`config.mk`:
```
export PLATFORM = sky130hd
export DESIGN_NAME = integer_to_ascii_formatter
export DESIGN_NICKNAME = d
export VERILOG_FILES = /design/src/design/itaf_pkg.sv /design/src/design/integer_to_ascii_formatter.sv
export VERILOG_INCLUDE_DIRS = /design/src /design/src/design
export SDC_FILE = /design/constraint.sdc
export NUM_CORES = 1
export LEC_CHECK = 0
export BUFFER_PORTS_ARGS = -buffer_cell sky130_fd_sc_hd__buf_4
export CAP_MARGIN = 20
export CORE_ASPECT_RATIO = 0.6
export CORE_UTILIZATION = 53
export DETAILED_ROUTE_END_ITERATION = 6
export PLACE_DENSITY = 0.74
export SLEW_MARGIN = 10
export SYNTH_ARGS = -nofsm -noshare
export SYNTH_HDL_FRONTEND = slang
export SYNTH_SLANG_ARGS = --single-unit
```
`constraint.sdc`:
```
create_clock -name i_clk -period 7.95 [get_ports i_clk]
set_input_delay 1.59 -clock i_clk [delete_from_list [all_inputs] [get_ports i_clk]]
set_output_delay 1.59 -clock i_clk [all_outputs]
set_load 0.02 [all_outputs]
```
`src/design/integer_to_ascii_formatter_macros.svh`:
```
// ----------------------------------------------------------------------------
// Integer to ASCII formatter: assertion macros
// Short property wrappers used by the block that checks itself.
// ----------------------------------------------------------------------------
`ifndef INTEGER_TO_ASCII_FORMATTER_MACROS_SVH
`define INTEGER_TO_ASCII_FORMATTER_MACROS_SVH

// same-cycle implication, checked outside reset
`define ITAF_ASSERT_NOW(label, clk, rst_n, ante, cons, msg) \
    label: assert property (@(posedge clk) disable iff (!rst_n) (ante) |-> (cons)) \
        else $error(msg);

// next-cycle implication, checked outside reset
`define ITAF_ASSERT_NEXT(label, clk, rst_n, ante, cons, msg) \
    label: assert property (@(posedge clk) disable iff (!rst_n) (ante) |=> (cons)) \
        else $error(msg);

`endif

```
`src/design/itaf_pkg.sv`:
```
// ----------------------------------------------------------------------------
// Integer to ASCII formatter package
// Word types, opcodes, character constants and sequencer states.
// ----------------------------------------------------------------------------
package itaf_pkg;

    localparam int VALUE_WIDTH = 64;
    localparam int DIGIT_SLOTS = 16;
    localparam int IDX_W       = $clog2(DIGIT_SLOTS);

    localparam logic [IDX_W-1:0] C_IDX_MAX = IDX_W'(DIGIT_SLOTS - 1);

    // format opcodes
    localparam logic [2:0] OP_SDEC = 3'd0;
    localparam logic [2:0] OP_UDEC = 3'd1;
    localparam logic [2:0] OP_HEXL = 3'd2;
    localparam logic [2:0] OP_HEXU = 3'd3;
    localparam logic [2:0] OP_PTR  = 3'd4;

    // characters and digit offsets
    localparam logic [7:0] C_CH_MINUS  = 8'd45;
    localparam logic [7:0] C_CH_ZERO   = 8'd48;
    localparam logic [7:0] C_CH_X      = 8'd120;
    localparam logic [7:0] C_LOWER_OFS = 8'd87;
    localparam logic [7:0] C_UPPER_OFS = 8'd55;

    // ceil(2^35 / 10): floor(v * C_RECIP10 / 2^35) == v / 10 for any 32-bit v
    localparam logic [31:0] C_RECIP10  = 32'hCCCC_CCCD;
    localparam int          RECIP_SH   = 35;
    localparam int          QUOT_W     = 64 - RECIP_SH;

    typedef struct packed {
        logic [VALUE_WIDTH-1:0] value;
        logic [2:0]             opcode;
    } t_in;

    typedef struct packed {
        logic [7:0]  char_out;
        logic        last;
        logic [31:0] total_chars;
    } t_out;

    typedef enum logic [2:0] {
        ST_IDLE,
        ST_MUL,
        ST_SUB,
        ST_HEX,
        ST_PRE,
        ST_EMIT
    } t_state;

endpackage

```
`src/design/integer_to_ascii_formatter.sv`:
```
// ----------------------------------------------------------------------------
// Integer to ASCII formatter
// Decimal digits come from a shared multiply-by-reciprocal divide-by-ten unit
// (a multiply state, then a subtract state per digit), hex digits from a
// nibble shifter (one shift state per digit). Busy after a start through the
// digit, prefix-character and emit states; never busy for unused opcodes.
// Each word is registered before it strobes; the receiver cannot stall.
// Synchronous active-low reset clears the sequencer and the running count.
// ----------------------------------------------------------------------------
`include "integer_to_ascii_formatter_macros.svh"

module integer_to_ascii_formatter
    import itaf_pkg::*;
(
    input  logic i_clk,
    input  logic i_rst_n,
    input  logic start,
    output logic busy,
    input  t_in  i_item,
    output logic o_strobe,
    output t_out o_result
);

    t_state r_state, n_state;

    logic [VALUE_WIDTH-1:0] r_val, n_val;
    logic [QUOT_W-1:0]      r_quot, n_quot;
    logic [IDX_W-1:0]       r_idx, n_idx;
    logic [2:0]             r_op, n_op;
    logic                   r_neg, n_neg;
    logic                   r_pre_x, n_pre_x;
    logic [3:0]             r_store [DIGIT_SLOTS];
    logic                   w_store_en;
    logic [3:0]             w_store_d;
    logic [31:0]            r_total, n_total;
    logic                   r_strobe, n_strobe;
    logic [7:0]             r_char, n_char;
    logic                   r_last, n_last;

    logic        w_accept;
    logic        w_neg_in;
    logic [63:0] w_prod;
    logic [31:0] w_rem;
    logic [3:0]  w_digit;
    logic [7:0]  w_digit_ch;
    logic        w_dec_done;
    logic        w_hex_done;
    logic        w_has_pre;

    assign busy     = (r_state != ST_IDLE);
    assign w_accept = start && !busy;
    assign w_neg_in = (i_item.opcode == OP_SDEC) && i_item.value[31];

    // shared divide-by-ten unit: multiply, then subtract q*10
    assign w_prod = {32'd0, r_val[31:0]} * {32'd0, C_RECIP10};
    assign w_rem  = r_val[31:0] - {r_quot, 3'b000} - {2'b00, r_quot, 1'b0};

    assign w_dec_done = (r_quot == '0) || (r_idx == C_IDX_MAX);
    assign w_hex_done = (r_val[VALUE_WIDTH-1:4] == '0) || (r_idx == C_IDX_MAX);
    assign w_has_pre  = r_neg || (r_op == OP_PTR);

    assign w_digit    = r_store[r_idx];
    assign w_digit_ch = (w_digit < 4'd10) ? (8'(w_digit) + C_CH_ZERO) :
                        (8'(w_digit) + ((r_op == OP_HEXU) ? C_UPPER_OFS : C_LOWER_OFS));

    // next state
    always_comb begin
        n_state = r_state;
        unique case (r_state)
            ST_IDLE: begin
                if (w_accept) begin
                    unique case (i_item.opcode) inside
                        OP_SDEC, OP_UDEC:         n_state = ST_MUL;
                        OP_HEXL, OP_HEXU, OP_PTR: n_state = ST_HEX;
                        default:                  n_state = ST_IDLE;
                    endcase
                end
            end
            ST_MUL: n_state = ST_SUB;
            ST_SUB: begin
                if (w_dec_done) begin
                    n_state = w_has_pre ? ST_PRE : ST_EMIT;
                end else begin
                    n_state = ST_MUL;
                end
            end
            ST_HEX: begin
                if (w_hex_done) begin
                    n_state = w_has_pre ? ST_PRE : ST_EMIT;
                end
            end
            ST_PRE: begin
                if (r_neg || r_pre_x) begin
                    n_state = ST_EMIT;
                end
            end
            ST_EMIT: begin
                if (r_idx == '0) begin
                    n_state = ST_IDLE;
                end
            end
            default: n_state = ST_IDLE;
        endcase
    end

    // datapath and outputs
    always_comb begin
        n_val      = r_val;
        n_quot     = r_quot;
        n_idx      = r_idx;
        n_op       = r_op;
        n_neg      = r_neg;
        n_pre_x    = r_pre_x;
        n_total    = r_total;
        n_strobe   = 1'b0;
        n_char     = r_char;
        n_last     = r_last;
        w_store_en = 1'b0;
        w_store_d  = 4'd0;
        unique case (r_state)
            ST_IDLE: begin
                if (w_accept) begin
                    n_op    = i_item.opcode;
                    n_neg   = w_neg_in;
                    n_pre_x = 1'b0;
                    n_idx   = '0;
                    case (i_item.opcode)
                        OP_SDEC: n_val = {32'd0, w_neg_in ? (32'd0 - i_item.value[31:0])
                                                          : i_item.value[31:0]};
                        OP_UDEC: n_val = {32'd0, i_item.value[31:0]};
                        default: n_val = i_item.value;
                    endcase
                end
            end
            ST_MUL: begin
                n_quot = w_prod[63:RECIP_SH];
            end
            ST_SUB: begin
                w_store_en = 1'b1;
                w_store_d  = w_rem[3:0];
                n_val      = {{(VALUE_WIDTH - QUOT_W){1'b0}}, r_quot};
                if (!w_dec_done) begin
                    n_idx = r_idx + 1'b1;
                end
            end
            ST_HEX: begin
                w_store_en = 1'b1;
                w_store_d  = r_val[3:0];
                n_val      = r_val >> 4;
                if (!w_hex_done) begin
                    n_idx = r_idx + 1'b1;
                end
            end
            ST_PRE: begin
                n_strobe = 1'b1;
                n_last   = 1'b0;
                n_total  = r_total + 32'd1;
                if (r_neg) begin
                    n_char = C_CH_MINUS;
                end else if (r_pre_x) begin
                    n_char = C_CH_X;
                end else begin
                    n_char  = C_CH_ZERO;
                    n_pre_x = 1'b1;
                end
            end
            ST_EMIT: begin
                n_strobe = 1'b1;
                n_char   = w_digit_ch;
                n_last   = (r_idx == '0);
                n_total  = r_total + 32'd1;
                if (r_idx != '0) begin
                    n_idx = r_idx - 1'b1;
                end
            end
            default: begin
            end
        endcase
    end

    always_ff @(posedge i_clk) begin
        if (!i_rst_n) begin
            r_state  <= ST_IDLE;
            r_total  <= 32'd0;
            r_strobe <= 1'b0;
        end else begin
            r_state  <= n_state;
            r_total  <= n_total;
            r_strobe <= n_strobe;
        end
    end

    always_ff @(posedge i_clk) begin
        r_val   <= n_val;
        r_quot  <= n_quot;
        r_idx   <= n_idx;
        r_op    <= n_op;
        r_neg   <= n_neg;
        r_pre_x <= n_pre_x;
        r_char  <= n_char;
        r_last  <= n_last;
        if (w_store_en) begin
            r_store[r_idx] <= w_store_d;
        end
    end

    assign o_strobe             = r_strobe;
    assign o_result.char_out    = r_char;
    assign o_result.last        = r_last;
    assign o_result.total_chars = r_total;

    `ITAF_ASSERT_NOW(a_more_follows, i_clk, i_rst_n, o_strobe && !o_result.last, busy, "word without last while sequencer idle")
    `ITAF_ASSERT_NOW(a_count_step, i_clk, i_rst_n, o_strobe && $past(o_strobe), o_result.total_chars == $past(o_result.total_chars) + 32'd1, "running count did not advance by one")
    `ITAF_ASSERT_NEXT(a_start_busy, i_clk, i_rst_n, start && !busy && (i_item.opcode <= OP_PTR), busy, "valid opcode accepted but sequencer stayed idle")
    `ITAF_ASSERT_NEXT(a_last_gap, i_clk, i_rst_n, o_strobe && o_result.last, !o_strobe, "word emitted right after last")

endmodule
```
* Yosys cells after proc, flatten, opt, wreduce, memory -nomap -nowiden
Memories as Yosys holds them, arrays and structs flattened. A register that Yosys moved wholly into a read port is not among the register bits. Index checks and enable logic that the tools add are counted.
Storage, ports and cells: register bits 147, memories 1, output and inout port bits 43, RAM bits 64, word-level logic and storage cells 101
Cells by class: multiplexer cells 32, reduce and logical (&&, ||, !) cells 27, order comparisons 1, multiply operators 1, equal/unequal tests 20, $add $sub $neg 8
Memory list:
- r_store | words 16, bits a word 4, read ports 1, clocked after Yosys merged registers in 1, wr ports 1, RTL line integer_to_ascii_formatter.sv:32 | logic [3:0] r_store [DIGIT_SLOTS];
Operators with widths (count):
- one-hot mux 64 bit (3 select lines) | 1
- one-hot mux 64 bit (2 select lines) | 1
- multiplier 32 x 32 -> 64 bit, second input constant | 1
- 2-to-1 mux 64 bit | 1
- zero test 60 bit | 1
- adder 32 x 1 -> 32 bit, second input constant | 1
- 2-to-1 mux 32 bit | 1
- subtractor 1 x 32 -> 32 bit, first input constant | 1
- zero test 29 bit | 1
- 2-to-1 mux 7 bit | 3
- 2-to-1 mux 4 bit | 5
- one-hot mux 3 bit (6 select lines) | 1
- inequality test 2 bit, second input constant | 8
- one-hot mux 4 bit (4 select lines) | 1
- one-hot mux 8 bit (2 select lines) | 1
- equality test 3 x 2 -> 1 bit, second input constant | 5
- 2-to-1 mux 3 bit | 5
- equality test 3 bit, second input constant | 4
- adder 4 x 7 -> 8 bit | 1
- 2-to-1 mux 8 bit | 1
- one-hot mux 4 bit (2 select lines) | 1
- nonzero test 4 bit | 2
- subtractor 4 bit | 2
- adder 4 x 6 -> 7 bit, second input constant | 1
- 21 further kinds | 39

* Logic depth before layout (Yosys ltp)
Gate-level depths: netlist of run 1.
word-level depth 6, depth in mapped cells 26, depth with buffers taken out 26

* Worst setup path before layout of run 1
OpenSTA, ideal clock, no wires.
path kind reg2reg, start reg r_val[10], end reg r_quot[24], data pin, path buffers 2, data required time 7.688 ns, setup slack 1.178 ns, cell stages (with the launch flop) 24, arrival time 6.510 ns, cell sequence edfxtp_1 > inv_1 > ha_1 > clkbuf_1 > inv_1 > fa_1 > fa_1 > fa_1 > inv_1 > fa_1 > fa_1 > fa_1 > ha_1 > ha_1 > clkbuf_1 > a21o_1 > a21oi_1 > inv_1 > or3_1 > nor4_2 > nor2_1 > a41oi_2 > o21bai_1 > xor2_1
On the way: cells in the longest elaborated chain, start to end 1
Ends and longest elaborated chain:
- start: declaration | RTL line integer_to_ascii_formatter.sv:26 | logic [VALUE_WIDTH-1:0] r_val, n_val;
- start signal: assignment | RTL line integer_to_ascii_formatter.sv:194 | r_val <= n_val;
- multiplier 32 x 32 -> 64 bit | RTL line integer_to_ascii_formatter.sv:55 | assign w_prod = {32'd0, r_val[31:0]} * {32'd0, C_RECIP10};
- net w_prod[59] | RTL line integer_to_ascii_formatter.sv:42 | logic [63:0] w_prod;
- end signal: assignment | RTL line integer_to_ascii_formatter.sv:195 | r_quot <= n_quot;
- end: declaration | RTL line integer_to_ascii_formatter.sv:27 | logic [QUOT_W-1:0] r_quot, n_quot;
The timed path passes the listed nets, and every way through them passes these cells. A chain may end at the register's enable or synchronous reset.

* Worst setup path in the final report of run 1
start reg r_val[19], end reg r_quot[13], data pin
The elaborated chain is that of the path after synthesis.

==> results.sh, run 1 <==
export IMPL_timing_final_hold_violations=0
export IMPL_max_slew_worst_pin_slew_ns=0.941
export IMPL_required_ns=8.23
export IMPL_drive_gt1_share_pct=11.1
export IMPL_dieArea_sq_mm=0.0513
export IMPL_synth_seq_area_share_pct=22.6
export IMPL_ctsHoldBuffers=0
export IMPL_dpl_cell_area_sq_mm=0.0286
export IMPL_setup_viol=0
export IMPL_nets=3435
export IMPL_antennaDiodeCount=0
export IMPL_grt_remaining_overflow=0
export IMPL_clkTransAtPathRegs_ns=0.07
export IMPL_io_buffers=111
export IMPL_core_area_sq_mm=0.0496
export IMPL_start_kind="register"
export IMPL_crit_path_frequent_cell="fa_1"
export IMPL_rsz0062_at_grt="no"
export IMPL_cp_cell_sequence="ha_2 > inv_1 > fa_1 > inv_1 > fa_1 > fa_1 > fa_1 > fa_1 > fa_1 > inv_1 > fa_1 > inv_1 > ha_1 > nand4_1 > nor3_2 > nand2_1 > a2111oi_4 > buf_4 > nor4_4 > o21ai_1 > nor2b_1 > nor2b_1 > xnor2_1"
export IMPL_place_congestion=1.12
export IMPL_num_vias=18795
export IMPL_period_share_pct=96.4
export IMPL_critPathMaxStageDelay_ns=0.59
export IMPL_synth_area_sq_mm=0.0267
export IMPL_avgSynthCellArea_sq_um=10.9
export IMPL_tns_ns=0
export IMPL_ys_seq_elements=214
export IMPL_viasPerCell=5.74
export IMPL_fmaxAchievable_ghz=0.131
export IMPL_fp_dieW_um=292
export IMPL_rows=63
export IMPL_critPathKind="reg2reg"
export IMPL_synth_fp_nets=3273
export IMPL_slew_headroom_pct=37.2
export IMPL_skew_ns=0.0111
export IMPL_grt_pass1_wl_um=123000
export IMPL_cts_root_buf="clkbuf_16"
export IMPL_area_growth_pct=10.9
export IMPL_dpl_hpwl_um=71600
export IMPL_numClockSinks=214
export IMPL_dr_pass1_iters=5
export IMPL_wl_per_cell_um=25.1
export IMPL_cts_buffers=23
export IMPL_grt_antenna_before_repair=1
export IMPL_yosysWarningCount=0
export IMPL_grt_max_degree=65
export IMPL_hp_class="reg2reg"
export IMPL_clock_latency_ns=0.54
export IMPL_dieHeight_um=176
export IMPL_track_usage_pct=33.0
export IMPL_postRouteAntennaNets=0
export IMPL_drtIter0Drc=2030
export IMPL_cts_tree="built"
export IMPL_async_reset_ff_share_pct=0
export IMPL_slew_viol_final=0
export IMPL_slowest_stage="edfxtp_1"
export IMPL_synth_edff_count=174
export IMPL_ys_flop_type="edfxtp_1"
export IMPL_worst_ep_arrival_time_ns=7.95
export IMPL_drc_errors=0
export IMPL_cts_max_level=1
export IMPL_nFillCells=4115
export IMPL_start_util_pct=53.8
export IMPL_status="completed"
export IMPL_synth_top_cell_area_share_pct=29.1
export IMPL_design_area_sq_mm=0.0296
export IMPL_crit_path_max_fanout=7
export IMPL_cts_max_path_buffers=3
export IMPL_wl_um=82100
export IMPL_max_cap_viol_count=0
export IMPL_io_pins=113
export IMPL_netlist_instances=2445
export IMPL_period_needed_ns=7.66
export IMPL_yosysUniqueCellTypes=88
export IMPL_cp_end_kind="register"
export IMPL_netlist_top_cell_by_area="fa_1"
export IMPL_grt_pass1_vias=19438
export IMPL_synthTopCellsByArea="fa_1 29%, edfxtp_1 20%, ha_1 17%"
## cells in the final DEF (no fill, tap or decap), types with 6 or more instances in the layout
| master | n |
|---|---|
| a211oi_1 | 14 |
| a21o_1 | 38 |
| a21oi_1 | 99 |
| a22o_1 | 28 |
| a31oi_1 | 7 |
| and2_1 | 40 |
| and3_1 | 16 |
| buf_4 | 187 |
| clkbuf_16 | 23 |
| clkinv_1 | 6 |
| dfxtp_1 | 39 |
| edfxtp_1 | 174 |
| fa_1 | 388 |
| ha_1 | 368 |
| inv_1 | 560 |
| mux2i_1 | 25 |
| mux4_2 | 20 |
| nand2_1 | 90 |
| nand2b_1 | 8 |
| nand3_1 | 22 |
| nand4_1 | 23 |
| nor2_1 | 81 |
| nor2b_1 | 13 |
| nor3_1 | 17 |
| nor4_1 | 18 |
| o21ai_0 | 42 |
| o21ai_1 | 6 |
| o31ai_1 | 10 |
| or3_1 | 8 |
| xnor2_1 | 77 |
| xor2_1 | 61 |
## synth_stat cells (5+ instances only)
cell type and number:
xnor2_1 77, o21bai_1 5, clkbuf_1 41, o21ai_1 6
ha_1 370, inv_1 560, nand4_1 23, a31oi_1 7
a22o_1 28, a21boi_0 5, dfxtp_1 40, fa_1 388
mux2i_1 25, nor2b_1 13, nor2_1 84, mux4_2 20
o21ai_0 42, nand3_1 22, buf_6 5, xor2_1 61
and2_1 40, a21oi_1 100, and4_1 5, nor3_1 18
and3_1 16, or3_1 8, edfxtp_1 174, o211ai_1 5
a21o_1 38, nor4_1 18, a211oi_1 14, nand2b_1 8
nand2_1 90, o31ai_1 10
## registers in the layout, summed over array words and instances, names as in the netlist, 3 cells and up, named ones only
register / flops
r_state: 3
r_total: 32
r_store: 64
r_char: 7
r_idx: 4
r_quot: 29
r_op: 3
r_val: 64
## layout make-up
type	count	area (sq um)	area share, %
flip-flops and latches	214	6030	20.4
multi-input cells	1616	18400	62.1
well taps	650	813	2.75
clock inverters	15	221	0.748
inverters	562	2110	7.13
repair buffers	190	1450	4.89
clock buffers	27	601	2.03
## stage by stage
| step | std cells | hold WS (ns) | setup slack (ns) | utilization, % |
|---|---|---|---|---|
| 2_1_floorplan | 2445 | 0.518 | 1.18 | - |
| 3_3_place_gp | 3217 | 0.489 | 0.373 | 57.7 |
| 3_5_place_dp | 3221 | 0.517 | 0.246 | 57.8 |
| 4_1_cts | 3263 | 0.527 | 0.224 | 59.4 |
| 5_1_grt | 3274 | 0.573 | 0.00331 | 59.7 |
| 6_report | 3274 | 0.523 | 0.289 | 59.7 |
## worst max-delay path: cells and delay by family (launching register included)
family                     cells  cell delay (ns)
AOI/OAI and AO/OA              2             0.49
xor gates and xnor gates       1             0.14
adders and majority gates      9             4.35
buffers and inverters          5             0.54
DFF                            1             0.59
and+or+nand+nor                6             1.31
## what timing repair did
item / CTS / global route
resized for setup: 0 / 7
buffers inserted: 0 / 9
setup endpoints to repair: 0 / 12
## final timing paths
path                             startpoint           to  slack (ns)  cells past startpoint
worst min register to register  r_total[14]  r_total[14]        0.52                      2
worst max register to register    r_val[19]   r_quot[13]        0.29                     23
worst max-delay path              r_val[19]   r_quot[13]        0.29                     23
worst min-delay path            r_total[14]  r_total[14]        0.52                      2
## layer usage
| metal | vias up | part of all wire (%) | global-route usage [%] |
|---|---|---|---|
| met1 | 9407 | 45 | 49.2 |
| met2 | 1009 | 36 | 41.4 |
| li1 | 8319 | - | - |
| met5 | - | 0.016 | 0 |
| met4 | 2 | 1.0 | 3.95 |
| met3 | 58 | 17 | 18.9 |
## cells by family (layout without fill, tap and decap cells)
kind of cell,count (synthesis),count (layout),synth area share [%]
AOI/OAI and AO/OA,294,294,7.43
xor gates and xnor gates,138,138,4.53
adders and majority gates,758,758,46.4
buffers and inverters,615,794,8.83
DFF,214,214,22.6
muxes,48,48,2.75
other,1,1,0.0140
and+or+nand+nor,377,377,7.45
Power of run 1 is not shown: default switching activity piles up to over one toggle a cycle in this logic, so the estimate is an artifact.
==> inputs of run 2 (changes only) <==
--- a/config.mk
+++ b/config.mk
@@ -11,4 +11,5 @@
 export CORE_ASPECT_RATIO = 0.6
 export CORE_UTILIZATION = 53
+export CTS_CLUSTER_DIAMETER = 40
 export DETAILED_ROUTE_END_ITERATION = 6
 export PLACE_DENSITY = 0.74
==> constraint.sdc (replaced) <==
create_clock -name i_clk -period 7.95 [get_ports i_clk]
set_input_delay 1.59 -clock i_clk [delete_from_list [all_inputs] [get_ports i_clk]]
set_output_delay 1.59 -clock i_clk [all_outputs]
set_load 0.05 [all_outputs]
==> run 2 against run 1 <==
Effect of this change:
- die area unchanged
- global-route usage grew 0.14 points
- design area rose by 0.60%
- core utilization up 0.36 points
==> results.sh, run 2 (synthesis results as in run 1) <==
export IMPL_cts_root_buf="clkbuf_16"
export IMPL_layout_commonest_cell="inv_1"
export IMPL_timing_critical_path_buf_inv=3
export IMPL_grt_antenna_before_repair=1
export IMPL_grt_remaining_overflow=0
export IMPL_hp_class="reg2reg"
export IMPL_postRouteAntennaNets=0
export IMPL_post_place_cells=3221
export IMPL_grt_max_degree=65
export IMPL_rows=63
export IMPL_cp_cell_sequence="ha_1 > xor2_1 > ha_1 > or2_2 > fa_1 > fa_1 > fa_1 > fa_1 > fa_1 > inv_1 > fa_1 > inv_1 > ha_1 > nand4_1 > nor3_2 > nand2_1 > a2111oi_4 > buf_4 > nor4_4 > nor2_1 > a41oi_2 > o21ai_1 > xnor2_1"
export IMPL_cp_top_family="adder cells"
export IMPL_cts_max_path_buffers=3
export IMPL_crit_path_max_fanout=6
export IMPL_io_buffers=111
export IMPL_setup_viol=0
export IMPL_dpl_hpwl_um=71600
export IMPL_slew_headroom_pct=37.0
export IMPL_numClockSinks=214
export IMPL_grt_pass1_wl_um=124000
export IMPL_fmaxAchievable_ghz=0.131
export IMPL_drc_errors=0
export IMPL_worst_ep_arrival_time_ns=7.95
export IMPL_place_ws_ns=0.246
export IMPL_max_cap_viol_count=0
export IMPL_viasPerCell=5.77
export IMPL_area_growth_pct=11.6
export IMPL_dieHeight_um=176
export IMPL_clkTransAtPathRegs_ns=0.06
export IMPL_drive_gt1_share_pct=11.8
export IMPL_cts_buffers=29
export IMPL_crit_cells=23
export IMPL_clock_latency_ns=0.58
export IMPL_place_congestion=1.12
export IMPL_start_kind="register"
export IMPL_required_ns=8.25
export IMPL_skew_ns=0.0147
export IMPL_drtIter0Drc=2022
export IMPL_critPathMaxStageDelay_ns=0.58
export IMPL_cts_max_level=1
export IMPL_dieArea_sq_mm=0.0513
export IMPL_cp_end_kind="register"
export IMPL_crit_path_frequent_cell="fa_1"
export IMPL_num_vias=18967
export IMPL_max_slew_worst_pin_slew_ns=0.945
export IMPL_slowest_stage="edfxtp_1"
export IMPL_design_area_sq_mm=0.0298
export IMPL_grt_pass1_vias=19592
export IMPL_final_cell_mix="560 x inv_1, 388 x fa_1, 367 x ha_1"
export IMPL_nets=3442
export IMPL_period_needed_ns=7.65
export IMPL_fin_cells=3287
export IMPL_start_util_pct=53.8
export IMPL_finalHoldWorstSlack_ns=0.522
export IMPL_timing_final_hold_violations=0
export IMPL_wl_um=82100
export IMPL_dr_pass1_iters=5
export IMPL_reg_top3="r_store x64, r_val x64, r_total x32"
export IMPL_worst_slack_ns=0.304
export IMPL_antennaDiodeCount=0
export IMPL_slew_viol_final=0
export IMPL_holdPathStages=2
export IMPL_dpl_cell_area_sq_mm=0.0286
export IMPL_io_pins=113
export IMPL_rr_worst_depth=23
export IMPL_track_usage_pct=33.1
export IMPL_period_share_pct=96.2
export IMPL_core_area_sq_mm=0.0496
export IMPL_fp_dieW_um=292
export IMPL_critPathKind="reg2reg"
export IMPL_cts_tree="built"
export IMPL_status="completed"
export IMPL_wl_per_cell_um=25.0
## run 2: cell count changes in the layout (fill, tap and decap cells not counted)
cell	delta
buf_4	+1
clkbuf_1	-2
bufinv_16	-4
clkinv_8	+3
clkinvlp_4	+1
inv_8	+6
ha_2	+1
clkinv_1	-2
clkinv_2	+2
clkbuf_16	+6
inv_6	+2
ha_1	-1
## run 2: final timing paths
check / start / end / slack, ns
setup / recovery: r_val[1] / r_quot[28] / 0.30
hold / removal: r_total[14] / r_total[14] / 0.52
setup reg to reg: r_val[1] / r_quot[28] / 0.30
hold reg to reg: r_total[14] / r_total[14] / 0.52
## run 2: worst min-delay path: stages, from the launching register on
cell and delay (ns):
dfxtp_1 0.33, o21ai_0 0.07, a21boi_0 0.07
## run 2: what timing repair did
action,CTS,global route
endpoints found under the setup margin,0,13
resized for setup,0,8
hold buffers,0,0
buffers inserted,0,10
endpoints found under the hold margin,0,0
## run 2: layout make-up
cell class	count	area, sq um
inverter	562	2110
tap	650	813
multi-input combinational	1616	18400
clock buffer	31	743
timing repair buffer	191	1460
sequential	214	6030
fill	4095	19800
clock inverter	23	245
## run 2: stage by stage
step / util (%) / setup TNS [ns]
CTS: 59.8 / 0
global route: 60.1 / -0.00267
global placement: 57.7 / 0
finish: 60.1 / 0
detailed placement: 57.8 / 0
floorplan: - / 0
## run 2: metal layers
metal | vias to the layer above | global-route usage, % | wire length [um]
met5 | - | 0 | 13
met4 | 2 | 4.50 | 977
met3 | 76 | 19.4 | 14100
met2 | 1047 | 41.6 | 30000
met1 | 9488 | 48.9 | 37000
li1 | 8354 | - | -
Power of run 2 is left out for the same reason.
==> inputs of run 3 (changes only) <==
Settings changed: CTS_BUF_LIST from default to sky130_fd_sc_hd__clkbuf_16.
==> run 3 against run 2 <==
Effect of this change:
- sequential share of layout area is essentially flat
- design area is essentially flat
- critical path depth shrank 2
- cell count is essentially flat
- critical path type unchanged
==> results.sh, run 3 (synthesis results as in run 1) <==
export IMPL_r2r_slack_ns=0.27
export IMPL_grt_remaining_overflow=0
export IMPL_post_place_cells=3221
export IMPL_viasPerCell=5.76
export IMPL_start_kind="register"
export IMPL_clkTransAtPathRegs_ns=0.06
export IMPL_period_needed_ns=7.68
export IMPL_setup_viol=0
export IMPL_cts_tree="built"
export IMPL_critPathMaxStageDelay_ns=0.71
export IMPL_cts_root_buf="clkbuf_16"
export IMPL_core_area_sq_mm=0.0496
export IMPL_drtIter0Drc=1971
export IMPL_drive_gt1_share_pct=11.7
export IMPL_timing_final_hold_violations=0
export IMPL_cts_max_level=1
export IMPL_antennaDiodeCount=0
export IMPL_grt_pass1_vias=19563
export IMPL_drc_errors=0
export IMPL_numClockSinks=214
export IMPL_skew_ns=0.0174
export IMPL_grt_antenna_before_repair=1
export IMPL_area_growth_pct=11.5
export IMPL_max_slew_worst_pin_slew_ns=0.953
export IMPL_cts_buffers=29
export IMPL_status="completed"
export IMPL_num_vias=18923
export IMPL_fmaxAchievable_ghz=0.130
export IMPL_slew_headroom_pct=36.5
export IMPL_layout_commonest_cell="inv_1"
export IMPL_tns_ns=0
export IMPL_io_pins=113
export IMPL_rows=63
export IMPL_cp_top_family="adder cells"
export IMPL_io_buffers=111
export IMPL_nFillCells=4095
export IMPL_timing_critical_path_buf_inv=4
export IMPL_reg_top3="r_store x64, r_val x64, r_total x32"
export IMPL_critPathKind="reg2reg"
export IMPL_slew_viol_final=0
export IMPL_cts_max_path_buffers=3
export IMPL_period_share_pct=96.6
export IMPL_dpl_hpwl_um=71600
export IMPL_hp_class="reg2reg"
export IMPL_fin_cells=3286
export IMPL_max_cap_viol_count=0
export IMPL_track_usage_pct=33.1
export IMPL_clock_latency_ns=0.58
export IMPL_dieHeight_um=176
export IMPL_final_cell_mix="561 x inv_1, 388 x fa_1, 367 x ha_1"
export IMPL_postRouteAntennaNets=0
export IMPL_start_util_pct=53.8
export IMPL_dr_pass1_iters=6
export IMPL_slowest_stage="edfxtp_1"
export IMPL_ctsHoldBuffers=0
export IMPL_grt_pass1_wl_um=124000
export IMPL_worst_ep_arrival_time_ns=7.98
export IMPL_wl_um=82300
export IMPL_crit_path_max_fanout=7
export IMPL_fp_dieW_um=292
export IMPL_wl_per_cell_um=25.0
export IMPL_place_congestion=1.12
export IMPL_dieArea_sq_mm=0.0513
export IMPL_nets=3441
export IMPL_cp_end_kind="register"
export IMPL_grt_max_degree=65
export IMPL_required_ns=8.25
export IMPL_crit_path_frequent_cell="fa_1"
export IMPL_cp_cell_sequence="buf_4 > ha_1 > inv_1 > fa_1 > inv_1 > fa_1 > fa_1 > fa_1 > fa_1 > fa_1 > ha_1 > ha_1 > a21o_1 > a21oi_1 > inv_1 > or3_1 > nor4_4 > nor2_1 > a41oi_2 > o21ai_1 > xnor2_1"
-- run 3: cell count changes in the layout (fill, tap and decap cells not counted) --
cell / before / now
inv_1: 560 / 561
clkbuf_8: 1 / 0
clkinv_1: 4 / 5
dfxtp_2: 1 / 2
clkbuf_1: 1 / 0
buf_8: 3 / 2
dfxtp_1: 39 / 38
-- run 3: metrics by stage --
stage          area, sq um  setup WS [ns]  util [%]  hold WS [ns]
2_1_floorplan        26700           1.18         -         0.518
3_3_place_gp         28600          0.373      57.7         0.489
3_5_place_dp         28600          0.246      57.8         0.517
4_1_cts              29600          0.234      59.7         0.524
5_1_grt              29800       -0.00267      60.0         0.573
6_report             29800          0.273      60.0         0.525
-- run 3: worst min-delay path, stage by stage, from the launching register on --
cell      delay (ns)
dfxtp_1         0.33
nand2_1         0.06
a21boi_0        0.08
-- run 3: area by class of cell --
| class | instances | area (sq um) | share of cell area [%] |
|---|---|---|---|
| multi-input cells | 1616 | 18400 | 61.8 |
| flip-flops and latches | 214 | 6030 | 20.3 |
| clock buffers | 29 | 726 | 2.44 |
| repair buffers | 190 | 1440 | 4.84 |
| inverters | 562 | 2110 | 7.09 |
| clock inverters | 25 | 253 | 0.849 |
| well taps | 650 | 813 | 2.73 |
-- run 3: path summary, 6_finish.rpt --
path / from / endpoint / depth (start not counted)
setup / recovery: r_val[24] / r_quot[28] / 21
hold / removal: r_total[1] / r_total[1] / 2
setup reg to reg: r_val[24] / r_quot[28] / 21
hold reg to reg: r_total[1] / r_total[1] / 2
-- run 3: timing repair --
action,CTS,global route
endpoints found under the hold margin,0,0
endpoints found under the setup margin,0,13
resized for setup,0,8
setup buffers,0,10
-- run 3: metal layers --
| metal | global-route usage [%] | share of wire [%] | up-vias |
|---|---|---|---|
| met4 | 4.41 | 1.1 | 2 |
| met1 | 49.1 | 45 | 9438 |
| li1 | - | - | 8342 |
| met2 | 41.6 | 37 | 1071 |
| met3 | 19.3 | 17 | 70 |
| met5 | 0 | 0.016 | - |
Power of run 3 is left out for the same reason.
